$ cat src/rtl/ses_pkg.sv
`default_nettype none

package ses_pkg;

	localparam logic [1:0] OP_SCHEDULE = 2'd0;
	localparam logic [1:0] OP_CANCEL   = 2'd1;
	localparam logic [1:0] OP_ADVANCE  = 2'd2;
	localparam logic [1:0] OP_NOP      = 2'd3;

	localparam logic [63:0] NEVER_CYCLE = 64'hFFFF_FFFF_FFFF_FFFF;
	localparam logic [63:0] SAT_CYCLE   = 64'hFFFF_FFFF_FFFF_FFFE;

	typedef struct packed {
		logic [1:0]  operation;
		logic [2:0]  slot_id;
		logic [31:0] delta;
		logic [7:0]  handler_code;
	} cmd_t;

	typedef struct packed {
		logic        fired;
		logic [2:0]  fired_slot;
		logic [7:0]  fired_handler;
		logic [63:0] clock_now;
		logic [63:0] next_due;
		logic        last;
	} evt_t;

	typedef enum logic [1:0] {
		ST_IDLE,
		ST_SCAN,
		ST_EMIT,
		ST_STATUS
	} state_t;

	// controller to datapath
	typedef struct packed {
		logic accept;
		logic scan;
		logic emit;
		logic status;
	} ctl_t;

	// datapath to controller
	typedef struct packed {
		logic scan_req;
		logic fire_mode;
		logic scan_done;
		logic emit_done;
		logic emit_empty;
		logic out_free;
	} sts_t;

endpackage

`default_nettype wire

$ cat src/rtl/ses_controller.sv
`default_nettype none

module ses_controller (
	input  wire logic          clk,
	input  wire logic          arst_n,
	input  wire logic          cmd_valid,
	output logic               cmd_stall,
	input  wire ses_pkg::sts_t sts,
	output ses_pkg::ctl_t      ctl
);
	import ses_pkg::*;

	state_t state_q;
	state_t state_d;

	always_ff @(posedge clk or negedge arst_n) begin
		if (!arst_n) begin
			state_q <= ST_IDLE;
		end else begin
			state_q <= state_d;
		end
	end

	always_comb begin
		state_d    = state_q;
		ctl        = '0;
		cmd_stall  = 1'b1;
		case (state_q)
			ST_IDLE: begin
				cmd_stall  = 1'b0;
				ctl.accept = cmd_valid;
				if (cmd_valid) begin
					state_d = sts.scan_req ? ST_SCAN : ST_STATUS;
				end
			end
			ST_SCAN: begin
				ctl.scan = 1'b1;
				if (sts.scan_done) begin
					state_d = sts.fire_mode ? ST_EMIT : ST_STATUS;
				end
			end
			ST_EMIT: begin
				ctl.emit = 1'b1;
				if (sts.emit_done) begin
					state_d = ST_IDLE;
				end else if (sts.emit_empty) begin
					state_d = ST_STATUS;
				end
			end
			ST_STATUS: begin
				ctl.status = 1'b1;
				if (sts.out_free) begin
					state_d = ST_IDLE;
				end
			end
			default: begin
				state_d = ST_IDLE;
			end
		endcase
	end

endmodule

`default_nettype wire

$ cat src/rtl/ses_datapath.sv
`default_nettype none

module ses_datapath #(
	parameter int SLOT_NUM = 8
) (
	input  wire logic          clk,
	input  wire logic          arst_n,
	input  wire ses_pkg::ctl_t ctl,
	output ses_pkg::sts_t      sts,
	input  wire ses_pkg::cmd_t cmd,
	input  wire logic          evt_stall,
	output logic               evt_valid,
	output ses_pkg::evt_t      evt
);
	import ses_pkg::*;

	localparam int IW = (SLOT_NUM > 1) ? $clog2(SLOT_NUM) : 1;
	localparam int CW = $clog2(SLOT_NUM + 1);
	localparam logic [CW-1:0] SLOT_END = CW'(SLOT_NUM);
	localparam logic [CW-1:0] CNT_ONE  = CW'(1);

	logic [63:0] trig_mem [SLOT_NUM];
	logic [7:0]  hdl_mem  [SLOT_NUM];

	logic [63:0]         clock_q;
	logic [63:0]         earliest_q;
	logic [63:0]         min_q;
	logic [SLOT_NUM-1:0] ent_vld_q;
	logic [SLOT_NUM-1:0] due_q;
	logic [CW-1:0]       cnt_q;
	logic [CW-1:0]       due_cnt_q;
	logic                fire_q;
	logic                evt_valid_q;
	evt_t                evt_q;

	logic                pv_s1;
	logic [IW-1:0]       idx_s1;
	logic                vld_s1;
	logic [63:0]         trig_s1;
	logic [7:0]          hdl_s1;

	logic          slot_ok;
	logic [IW-1:0] slot_idx;
	logic [63:0]   clock_inc;
	logic [64:0]   sum_w;
	logic [63:0]   trig_sat;
	logic [IW-1:0] cnt_idx;
	logic          issue;
	logic [63:0]   trig_cur;
	logic          hit;
	logic [63:0]   min_next;
	logic          scan_done;
	logic          out_free;
	logic          due_hit_s1;
	logic          emit_load;
	logic          emit_hold;
	logic          stat_load;
	logic          do_sched;
	logic          do_cancel;
	logic          do_adv;
	logic          scan_req;

	always_comb begin
		slot_ok   = (32'(cmd.slot_id) < 32'(SLOT_NUM));
		slot_idx  = IW'(cmd.slot_id);
		clock_inc = clock_q + 64'd1;
		// saturate one below never so the slot stays pending
		sum_w     = {1'b0, clock_q} + {33'd0, cmd.delta};
		trig_sat  = (sum_w >= {1'b0, SAT_CYCLE}) ? SAT_CYCLE : sum_w[63:0];
		cnt_idx   = cnt_q[IW-1:0];
		issue     = (cnt_q < SLOT_END);
		trig_cur  = vld_s1 ? trig_s1 : NEVER_CYCLE;
		hit       = ctl.scan && pv_s1 && fire_q && (trig_cur <= clock_q);
		min_next  = (ctl.scan && pv_s1 && !hit && (trig_cur < min_q)) ? trig_cur : min_q;
		scan_done = ctl.scan && !issue && pv_s1;
		out_free  = !evt_valid_q || !evt_stall;
		due_hit_s1 = pv_s1 && due_q[idx_s1];
		emit_load = ctl.emit && due_hit_s1 && out_free;
		emit_hold = due_hit_s1 && !out_free;
		stat_load = ctl.status && out_free;

		do_sched  = 1'b0;
		do_cancel = 1'b0;
		do_adv    = 1'b0;
		scan_req  = 1'b0;
		case (cmd.operation)
			OP_SCHEDULE: begin
				do_sched = slot_ok;
				scan_req = slot_ok;
			end
			OP_CANCEL: begin
				do_cancel = slot_ok;
				scan_req  = slot_ok;
			end
			OP_ADVANCE: begin
				do_adv   = 1'b1;
				scan_req = (clock_inc >= earliest_q);
			end
			OP_NOP: begin
				scan_req = 1'b0;
			end
			default: begin
				scan_req = 1'b0;
			end
		endcase
	end

	always_comb begin
		sts.scan_req   = scan_req;
		sts.fire_mode  = fire_q;
		sts.scan_done  = scan_done;
		sts.emit_done  = emit_load && (due_cnt_q == CNT_ONE);
		sts.emit_empty = ctl.emit && (due_cnt_q == '0);
		sts.out_free   = out_free;
	end

	// slot stores
	always_ff @(posedge clk) begin
		if (ctl.accept && do_sched) begin
			trig_mem[slot_idx] <= trig_sat;
		end else if (hit) begin
			trig_mem[idx_s1] <= NEVER_CYCLE;
		end
		if (ctl.scan && issue) begin
			trig_s1 <= trig_mem[cnt_idx];
		end
	end

	always_ff @(posedge clk) begin
		if (ctl.accept && do_sched) begin
			hdl_mem[slot_idx] <= cmd.handler_code;
		end
		if (ctl.emit && !emit_hold && issue) begin
			hdl_s1 <= hdl_mem[cnt_idx];
		end
	end

	always_ff @(posedge clk) begin
		if ((ctl.scan || (ctl.emit && !emit_hold)) && issue) begin
			idx_s1 <= cnt_idx;
			vld_s1 <= ent_vld_q[cnt_idx];
		end
	end

	always_ff @(posedge clk or negedge arst_n) begin
		if (!arst_n) begin
			clock_q     <= '0;
			earliest_q  <= NEVER_CYCLE;
			min_q       <= NEVER_CYCLE;
			ent_vld_q   <= '0;
			due_q       <= '0;
			cnt_q       <= '0;
			due_cnt_q   <= '0;
			fire_q      <= 1'b0;
			pv_s1       <= 1'b0;
			evt_valid_q <= 1'b0;
		end else begin
			if (ctl.accept) begin
				cnt_q     <= '0;
				pv_s1     <= 1'b0;
				min_q     <= NEVER_CYCLE;
				due_q     <= '0;
				due_cnt_q <= '0;
				fire_q    <= do_adv;
				if (do_adv) begin
					clock_q <= clock_inc;
				end
				if (do_sched) begin
					ent_vld_q[slot_idx] <= 1'b1;
				end
				if (do_cancel) begin
					ent_vld_q[slot_idx] <= 1'b0;
				end
			end

			if (ctl.scan) begin
				min_q <= min_next;
				if (issue) begin
					cnt_q <= cnt_q + CNT_ONE;
					pv_s1 <= 1'b1;
				end else begin
					pv_s1 <= 1'b0;
				end
				if (hit) begin
					due_q[idx_s1] <= 1'b1;
					due_cnt_q     <= due_cnt_q + CNT_ONE;
				end
				// rewind the walk for the firing pass
				if (scan_done) begin
					earliest_q <= min_next;
					cnt_q      <= '0;
				end
			end

			if (ctl.emit && !emit_hold) begin
				if (issue) begin
					cnt_q <= cnt_q + CNT_ONE;
					pv_s1 <= 1'b1;
				end else begin
					pv_s1 <= 1'b0;
				end
			end
			if (emit_load) begin
				due_cnt_q <= due_cnt_q - CNT_ONE;
			end

			if (emit_load || stat_load) begin
				evt_valid_q <= 1'b1;
			end else if (!evt_stall) begin
				evt_valid_q <= 1'b0;
			end
		end
	end

	always_ff @(posedge clk) begin
		if (emit_load) begin
			evt_q.fired         <= 1'b1;
			evt_q.fired_slot    <= 3'(idx_s1);
			evt_q.fired_handler <= vld_s1 ? hdl_s1 : 8'd0;
			evt_q.clock_now     <= clock_q;
			evt_q.next_due      <= earliest_q;
			evt_q.last          <= (due_cnt_q == CNT_ONE);
		end else if (stat_load) begin
			evt_q.fired         <= 1'b0;
			evt_q.fired_slot    <= 3'd0;
			evt_q.fired_handler <= 8'd0;
			evt_q.clock_now     <= clock_q;
			evt_q.next_due      <= earliest_q;
			evt_q.last          <= 1'b1;
		end
	end

	assign evt_valid = evt_valid_q;
	assign evt       = evt_q;

	a_emit_count: assert property (@(posedge clk) disable iff (!arst_n)
		emit_load |-> (due_cnt_q != '0))
		else $error("fired transfer with no due slot left");

	a_cnt_range: assert property (@(posedge clk) disable iff (!arst_n)
		cnt_q <= SLOT_END)
		else $error("slot walk ran past the last slot");

	a_emit_fired: assert property (@(posedge clk) disable iff (!arst_n)
		emit_load |=> (evt_valid && evt.fired))
		else $error("fired slot not presented on the result channel");

	a_adv_clock: assert property (@(posedge clk) disable iff (!arst_n)
		(ctl.accept && (cmd.operation == OP_ADVANCE)) |=> (clock_q == $past(clock_inc)))
		else $error("advance did not step the cycle clock");

endmodule

`default_nettype wire

$ cat src/rtl/slot_event_scheduler.sv
`default_nettype none

// Channel   Direction  Payload         Handshake
// cmd       in         ses_pkg::cmd_t  cmd_valid / cmd_stall
// evt       out        ses_pkg::evt_t  evt_valid / evt_stall
//
// Schedule and cancel of a slot in range: accept, slot scan, status result.
// An advance that reaches no trigger goes from accept straight to the status
// result. An advance that fires runs the trigger scan, then the handler walk,
// each reading one slot a cycle from its store; the walk pauses on a stall.
// Reset clears clock, cached earliest trigger and per-slot valid bits at once;
// there is no clearing pass. A stalled result holds in the output register,
// and the next command is taken as soon as the last result is registered.
module slot_event_scheduler #(
	parameter int SLOT_NUM = 8
) (
	input  wire logic          clk,
	input  wire logic          arst_n,
	input  wire logic          cmd_valid,
	output logic               cmd_stall,
	input  wire ses_pkg::cmd_t cmd,
	output logic               evt_valid,
	input  wire logic          evt_stall,
	output ses_pkg::evt_t      evt
);
	import ses_pkg::*;

	ctl_t ctl;
	sts_t sts;

	ses_controller u_ctrl (
		.clk       (clk),
		.arst_n    (arst_n),
		.cmd_valid (cmd_valid),
		.cmd_stall (cmd_stall),
		.sts       (sts),
		.ctl       (ctl)
	);

	ses_datapath #(
		.SLOT_NUM (SLOT_NUM)
	) u_dp (
		.clk       (clk),
		.arst_n    (arst_n),
		.ctl       (ctl),
		.sts       (sts),
		.cmd       (cmd),
		.evt_stall (evt_stall),
		.evt_valid (evt_valid),
		.evt       (evt)
	);

endmodule

`default_nettype wire

$ cat config.mk
export PLATFORM = sky130hd
export DESIGN_NAME = slot_event_scheduler
export DESIGN_NICKNAME = d
export VERILOG_FILES = /design/src/rtl/ses_pkg.sv /design/src/rtl/ses_controller.sv /design/src/rtl/ses_datapath.sv /design/src/rtl/slot_event_scheduler.sv
export SDC_FILE = /design/constraint.sdc
export NUM_CORES = 2
export LEC_CHECK = 0
export ABC_AREA = 1
export BUFFER_PORTS_ARGS = -buffer_cell sky130_fd_sc_hd__buf_2
export CORE_ASPECT_RATIO = 0.6
export CORE_MARGIN = 3
export CORE_UTILIZATION = 50
export CTS_CLUSTER_SIZE = 40
export DETAILED_ROUTE_END_ITERATION = 7
export PLACE_DENSITY = 0.67
export SETUP_SLACK_MARGIN = 0.02
export SKIP_CTS_REPAIR_TIMING = 1
export SYNTH_ARGS = -nofsm -noshare
export SYNTH_HDL_FRONTEND = slang
export SYNTH_HIERARCHICAL = 1
export SYNTH_SLANG_ARGS = --single-unit
$ cat constraint.sdc
create_clock -name clk -period 16.79 [get_ports clk]
set_input_delay 0.8395 -clock clk [delete_from_list [all_inputs] [get_ports clk]]
set_output_delay 0.8395 -clock clk [all_outputs]
set_load 0.01 [all_outputs]
==> flow_results.xml <==
<?xml version="1.0" encoding="UTF-8"?>
<metrics>
  <group name="outcome">
    <metric name="result_of_the_run" unit="">finished, final reports clean</metric>
  </group>
  <group name="logic_synthesis">
    <metric name="synth_compound_gate_area_share" unit="">0.0847</metric>
    <metric name="post_synth_xor_area_fraction" unit="">0.0116</metric>
    <metric name="synth_fa_ha_area_frac" unit="">0.0564</metric>
    <metric name="synthesis.nets" unit="">5765</metric>
    <metric name="synth_top_cell_by_area" unit="">edfxtp_1</metric>
    <metric name="dominant_combinational_cell_family_by_area_after_synthesis" unit="">simple AND/OR/NAND/NOR gates</metric>
    <metric name="synth_top_area_frac" unit="">0.465</metric>
    <metric name="ys_seq_elements" unit="">1014</metric>
    <metric name="synth_simple_gate_area_share" unit="">0.198</metric>
    <metric name="synth.yosys.seq_area_share" unit="">0.577</metric>
    <metric name="post_synth_num_cell_types" unit="">59</metric>
    <metric name="synthMuxAreaShare" unit="">0</metric>
    <metric name="synth.most_common_cell" unit="">nand2_1</metric>
    <metric name="post_synth_inst_count" unit="">5486</metric>
    <metric name="ys_async_sr_fraction" unit="">0.218</metric>
    <metric name="synthTopCellsByArea" unit="">edfxtp_1 (47%), nand2_1 (8.2%), dfstp_2 (6.6%)</metric>
    <metric name="synth_flop_cell" unit="">edfxtp_1</metric>
    <metric name="syn-mean-instance-area" unit="um2">9.32</metric>
    <metric name="synth_commonest_cells" unit="">nand2_1 (1119), nor2_1 (811), edfxtp_1 (792), inv_1 (717), o21ai_0 (478)</metric>
    <metric name="synthesis.area" unit="um2">51100</metric>
    <metric name="synth_edf_count" unit="">792</metric>
    <metric name="yosys_warnings" unit="">6</metric>
  </group>
  <group name="worst_setup_path">
    <metric name="max_fo_critical_path" unit="">73</metric>
    <metric name="endpoint_kind" unit="">flop</metric>
    <metric name="startpoint_type" unit="">flop</metric>
    <metric name="cpMostUsedCell" unit="">nand2_1</metric>
    <metric name="arrival_time_of_the_worst_setup_path" unit="ns">7.55</metric>
    <metric name="reg2reg_from" unit="">u_dp/vld_s1$_DFFE_PP_</metric>
    <metric name="rrSetupSlack" unit="ns">9.59</metric>
    <metric name="worst-setup-path-type" unit="">flop to flop</metric>
    <metric name="reg2reg_depth" unit="">17</metric>
    <metric name="crit_required" unit="ns">17.14</metric>
    <metric name="critical_path.cell_chain" unit="">inv_2 &gt; buf_4 &gt; nor2_1 &gt; inv_1 &gt; ha_1 &gt; nand2_1 &gt; nor2_1 &gt; nand4_1 &gt; nor3_1 &gt; and3_1 &gt; nand4_1 &gt; nand2_1 &gt; nand3_4 &gt; o21ai_0 &gt; nand2_1 &gt; nor2_4 &gt; buf_4</metric>
    <metric name="critPathMaxStageDelay" unit="ns">0.85</metric>
    <metric name="cpMaxStageDelayCell" unit="">nand3_4</metric>
    <metric name="critical_path.reg2reg.endpoint" unit="">u_dp/trig_mem[0][5]$_DFFE_PP_</metric>
  </group>
  <group name="routing">
    <metric name="drc_errors" unit="">0</metric>
    <metric name="drt_pass1_iterations" unit="">7</metric>
    <metric name="routed_wirelength" unit="um">156000</metric>
    <metric name="drt-initial-drc-count" unit="">5027</metric>
    <metric name="vias" unit="">40034</metric>
    <metric name="detail_route.wl_per_cell" unit="um">22.3</metric>
    <metric name="drtAntennaViolNets" unit="">0</metric>
    <metric name="route.detailed.vias_per_inst" unit="">5.72</metric>
  </group>
  <group name="global_route">
    <metric name="number_of_global_route_vias_before_repair" unit="">36452</metric>
    <metric name="grt_start_max_net_pins" unit="">104</metric>
    <metric name="grt_usage" unit="">0.290</metric>
    <metric name="antenna_found_initial" unit="">0</metric>
    <metric name="grt_first_pass_wirelength" unit="um">232000</metric>
    <metric name="globalRoute.totalOverflow" unit="">0</metric>
  </group>
  <group name="cells_and_area">
    <metric name="final_net_count" unit="">5873</metric>
    <metric name="num-fill-cells" unit="">8940</metric>
    <metric name="n_antenna_cell" unit="">0</metric>
    <metric name="drive_above_1_share" unit="">0.103</metric>
    <metric name="syn2layout_area_growth" unit="%">10.3</metric>
    <metric name="utilization" unit="">0.558</metric>
  </group>
  <group name="pwr">
    <metric name="worst_supply_voltage_drop_on_vdd" unit="mV">0.121</metric>
    <metric name="power.leakage" unit="nW">23.5</metric>
    <metric name="power_per_unit_of_standard_cell_area" unit="nW/um2">194</metric>
  </group>
  <group name="sta">
    <metric name="share_of_the_clock_period_used_by_the_worst_path_after_layout" unit="">0.429</metric>
    <metric name="fin_hold_ws" unit="ns">0.0636</metric>
    <metric name="worst-slew-pin-transition" unit="ns">1.40</metric>
    <metric name="slew_headroom" unit="">0.0578</metric>
    <metric name="timing.final.hold_violations" unit="">0</metric>
    <metric name="final.setup.worst_slack" unit="ns">9.59</metric>
    <metric name="rsz0062_at_grt" unit="">no</metric>
    <metric name="fmaxAchievable" unit="MHz">139</metric>
    <metric name="report.final.slew_viol_count" unit="">0</metric>
    <metric name="setup_viol" unit="">0</metric>
    <metric name="min_clock_period_post_route" unit="ns">7.20</metric>
    <metric name="clock-skew-final" unit="ns">0.0434</metric>
    <metric name="tns" unit="ns">0</metric>
  </group>
  <group name="placed_design">
    <metric name="numPortBuffers" unit="">191</metric>
    <metric name="place.gp.congestion" unit="">1.12</metric>
    <metric name="detailedPlacementHpwl" unit="um">109000</metric>
    <metric name="dp_worst_setup_slack" unit="ns">9.79</metric>
  </group>
  <group name="job">
    <metric name="cap_viol_max_count" unit="">0</metric>
  </group>
  <group name="floorplan">
    <metric name="fp-row-count" unit="">90</metric>
    <metric name="io-pin-count" unit="">192</metric>
    <metric name="design.core.area" unit="um2">101000</metric>
    <metric name="die_x" unit="um">419</metric>
    <metric name="initial_utilization" unit="">0.506</metric>
    <metric name="die-height" unit="um">254</metric>
    <metric name="die_area" unit="um2">106000</metric>
  </group>
  <group name="cts">
    <metric name="worstSkewPairLatency" unit="ns">0.74</metric>
    <metric name="cts.reportedPaths.clkPinSlew" unit="ns">0.07</metric>
    <metric name="cts_max_path_buffers" unit="">3</metric>
    <metric name="root_buffer" unit="">clkbuf_16</metric>
    <metric name="cts_inserted_buffers" unit="">92</metric>
    <metric name="cts_tree" unit="">yes</metric>
    <metric name="clock_tree.htree_level_count" unit="">3</metric>
    <metric name="cts.sinks" unit="">1014</metric>
  </group>
  <group name="hold_path">
    <metric name="hold_path_class" unit="">primary input to asynchronous set/reset pin</metric>
  </group>
</metrics>
[stage by stage]
step | area [um2] | std cells | total power [mW]
2_1_floorplan | 51100 | 5486 | 7.11
3_5_place_dp | 53300 | 6834 | 8.72
5_1_grt | 56400 | 7005 | 11.6
6_report | 56400 | 7005 | 10.9
4_1_cts | 56400 | 7005 | 10.9
3_3_place_gp | 53300 | 6834 | 8.62
[cell type report]
class	count	area, um2	area share
clock buffer	121	2510	0.0446
clock inverter	50	566	0.0100
inverter	736	2770	0.0492
multi-input combinational	3516	18100	0.321
sequential	1014	29500	0.523
tap	1334	1670	0.0296
timing repair buffer	234	1290	0.0229
[where the power goes]
group          internal, mW  switching, mW  leakage, nW
Sequential             3.74          0.437         9.79
Combinational          1.32           3.28         12.2
Clock                  1.18          0.983         1.49
[how the worst max path moves through the flow]
stage	start	to	slack (ns)	cells past startpoint
floorplan	evt_stall	u_dp/evt[0]$_SDFFCE_PN1P_	5.19	3
finish	u_dp/vld_s1$_DFFE_PP_	u_dp/trig_mem[0][5]$_DFFE_PP_	9.59	17
CTS	u_dp/vld_s1$_DFFE_PP_	u_dp/trig_mem[0][5]$_DFFE_PP_	9.74	17
global placement	u_dp/vld_s1$_DFFE_PP_	u_dp/trig_mem[0][4]$_DFFE_PP_	10.02	17
global route	u_dp/vld_s1$_DFFE_PP_	u_dp/trig_mem[0][14]$_DFFE_PP_	9.34	17
detailed placement	u_dp/vld_s1$_DFFE_PP_	u_dp/trig_mem[0][1]$_DFFE_PP_	9.79	17
[cells in the final DEF (no fill, tap or decap), drive strengths merged, types with 68 or more instances in the layout]
| cell | instances |
|---|---|
| a21oi | 112 |
| a31oi | 77 |
| buf | 234 |
| clkbuf | 121 |
| dfrtp | 93 |
| dfstp | 128 |
| edfxtp | 792 |
| ha | 229 |
| inv | 736 |
| nand2 | 1126 |
| nand3 | 197 |
| nand4 | 185 |
| nor2 | 829 |
| o21ai | 484 |
| o22ai | 74 |
| xor2 | 68 |
[kinds of logic (layout without fill, tap and decap cells)]
| family | count (synthesis) | after routing |
|---|---|---|
| AND/OR/NAND/NOR | 2420 | 2420 |
| flip-flops | 1014 | 1014 |
| buffers and inverters | 956 | 1141 |
| AO/OA/AOI/OAI | 798 | 798 |
| adder cells (fa/ha/maj) | 230 | 230 |
| XOR/XNOR | 68 | 68 |
[state kept, by name (all words and copies together) (netlist names), 8 cells and up, named ones only]
name / count
u_dp/min_q: 64
u_dp/hdl_mem: 64
u_dp/trig_mem: 512
u_dp/hdl_s1: 8
u_dp/due_q: 8
u_dp/clock_q: 64
u_dp/evt: 141
u_dp/trig_s1: 64
u_dp/earliest_q: 64
[critical path: cells and delay by family (launching register included)]
kind / cells / cell delay [ns]
and+or+nand+nor: 11 / 3.90
AOI/OAI and AO/OA: 1 / 0.67
adders and majority gates: 1 / 0.16
buffers and inverters: 4 / 1.54
DFF: 1 / 0.44
[routing by layer]
layer	track usage	part of all wire
met1	0.448	0.45
met2	0.408	0.41
met3	0.0632	0.10
met4	0.0813	0.029
met5	0	0
No activity file was read; power rests on OpenSTA's default activity.
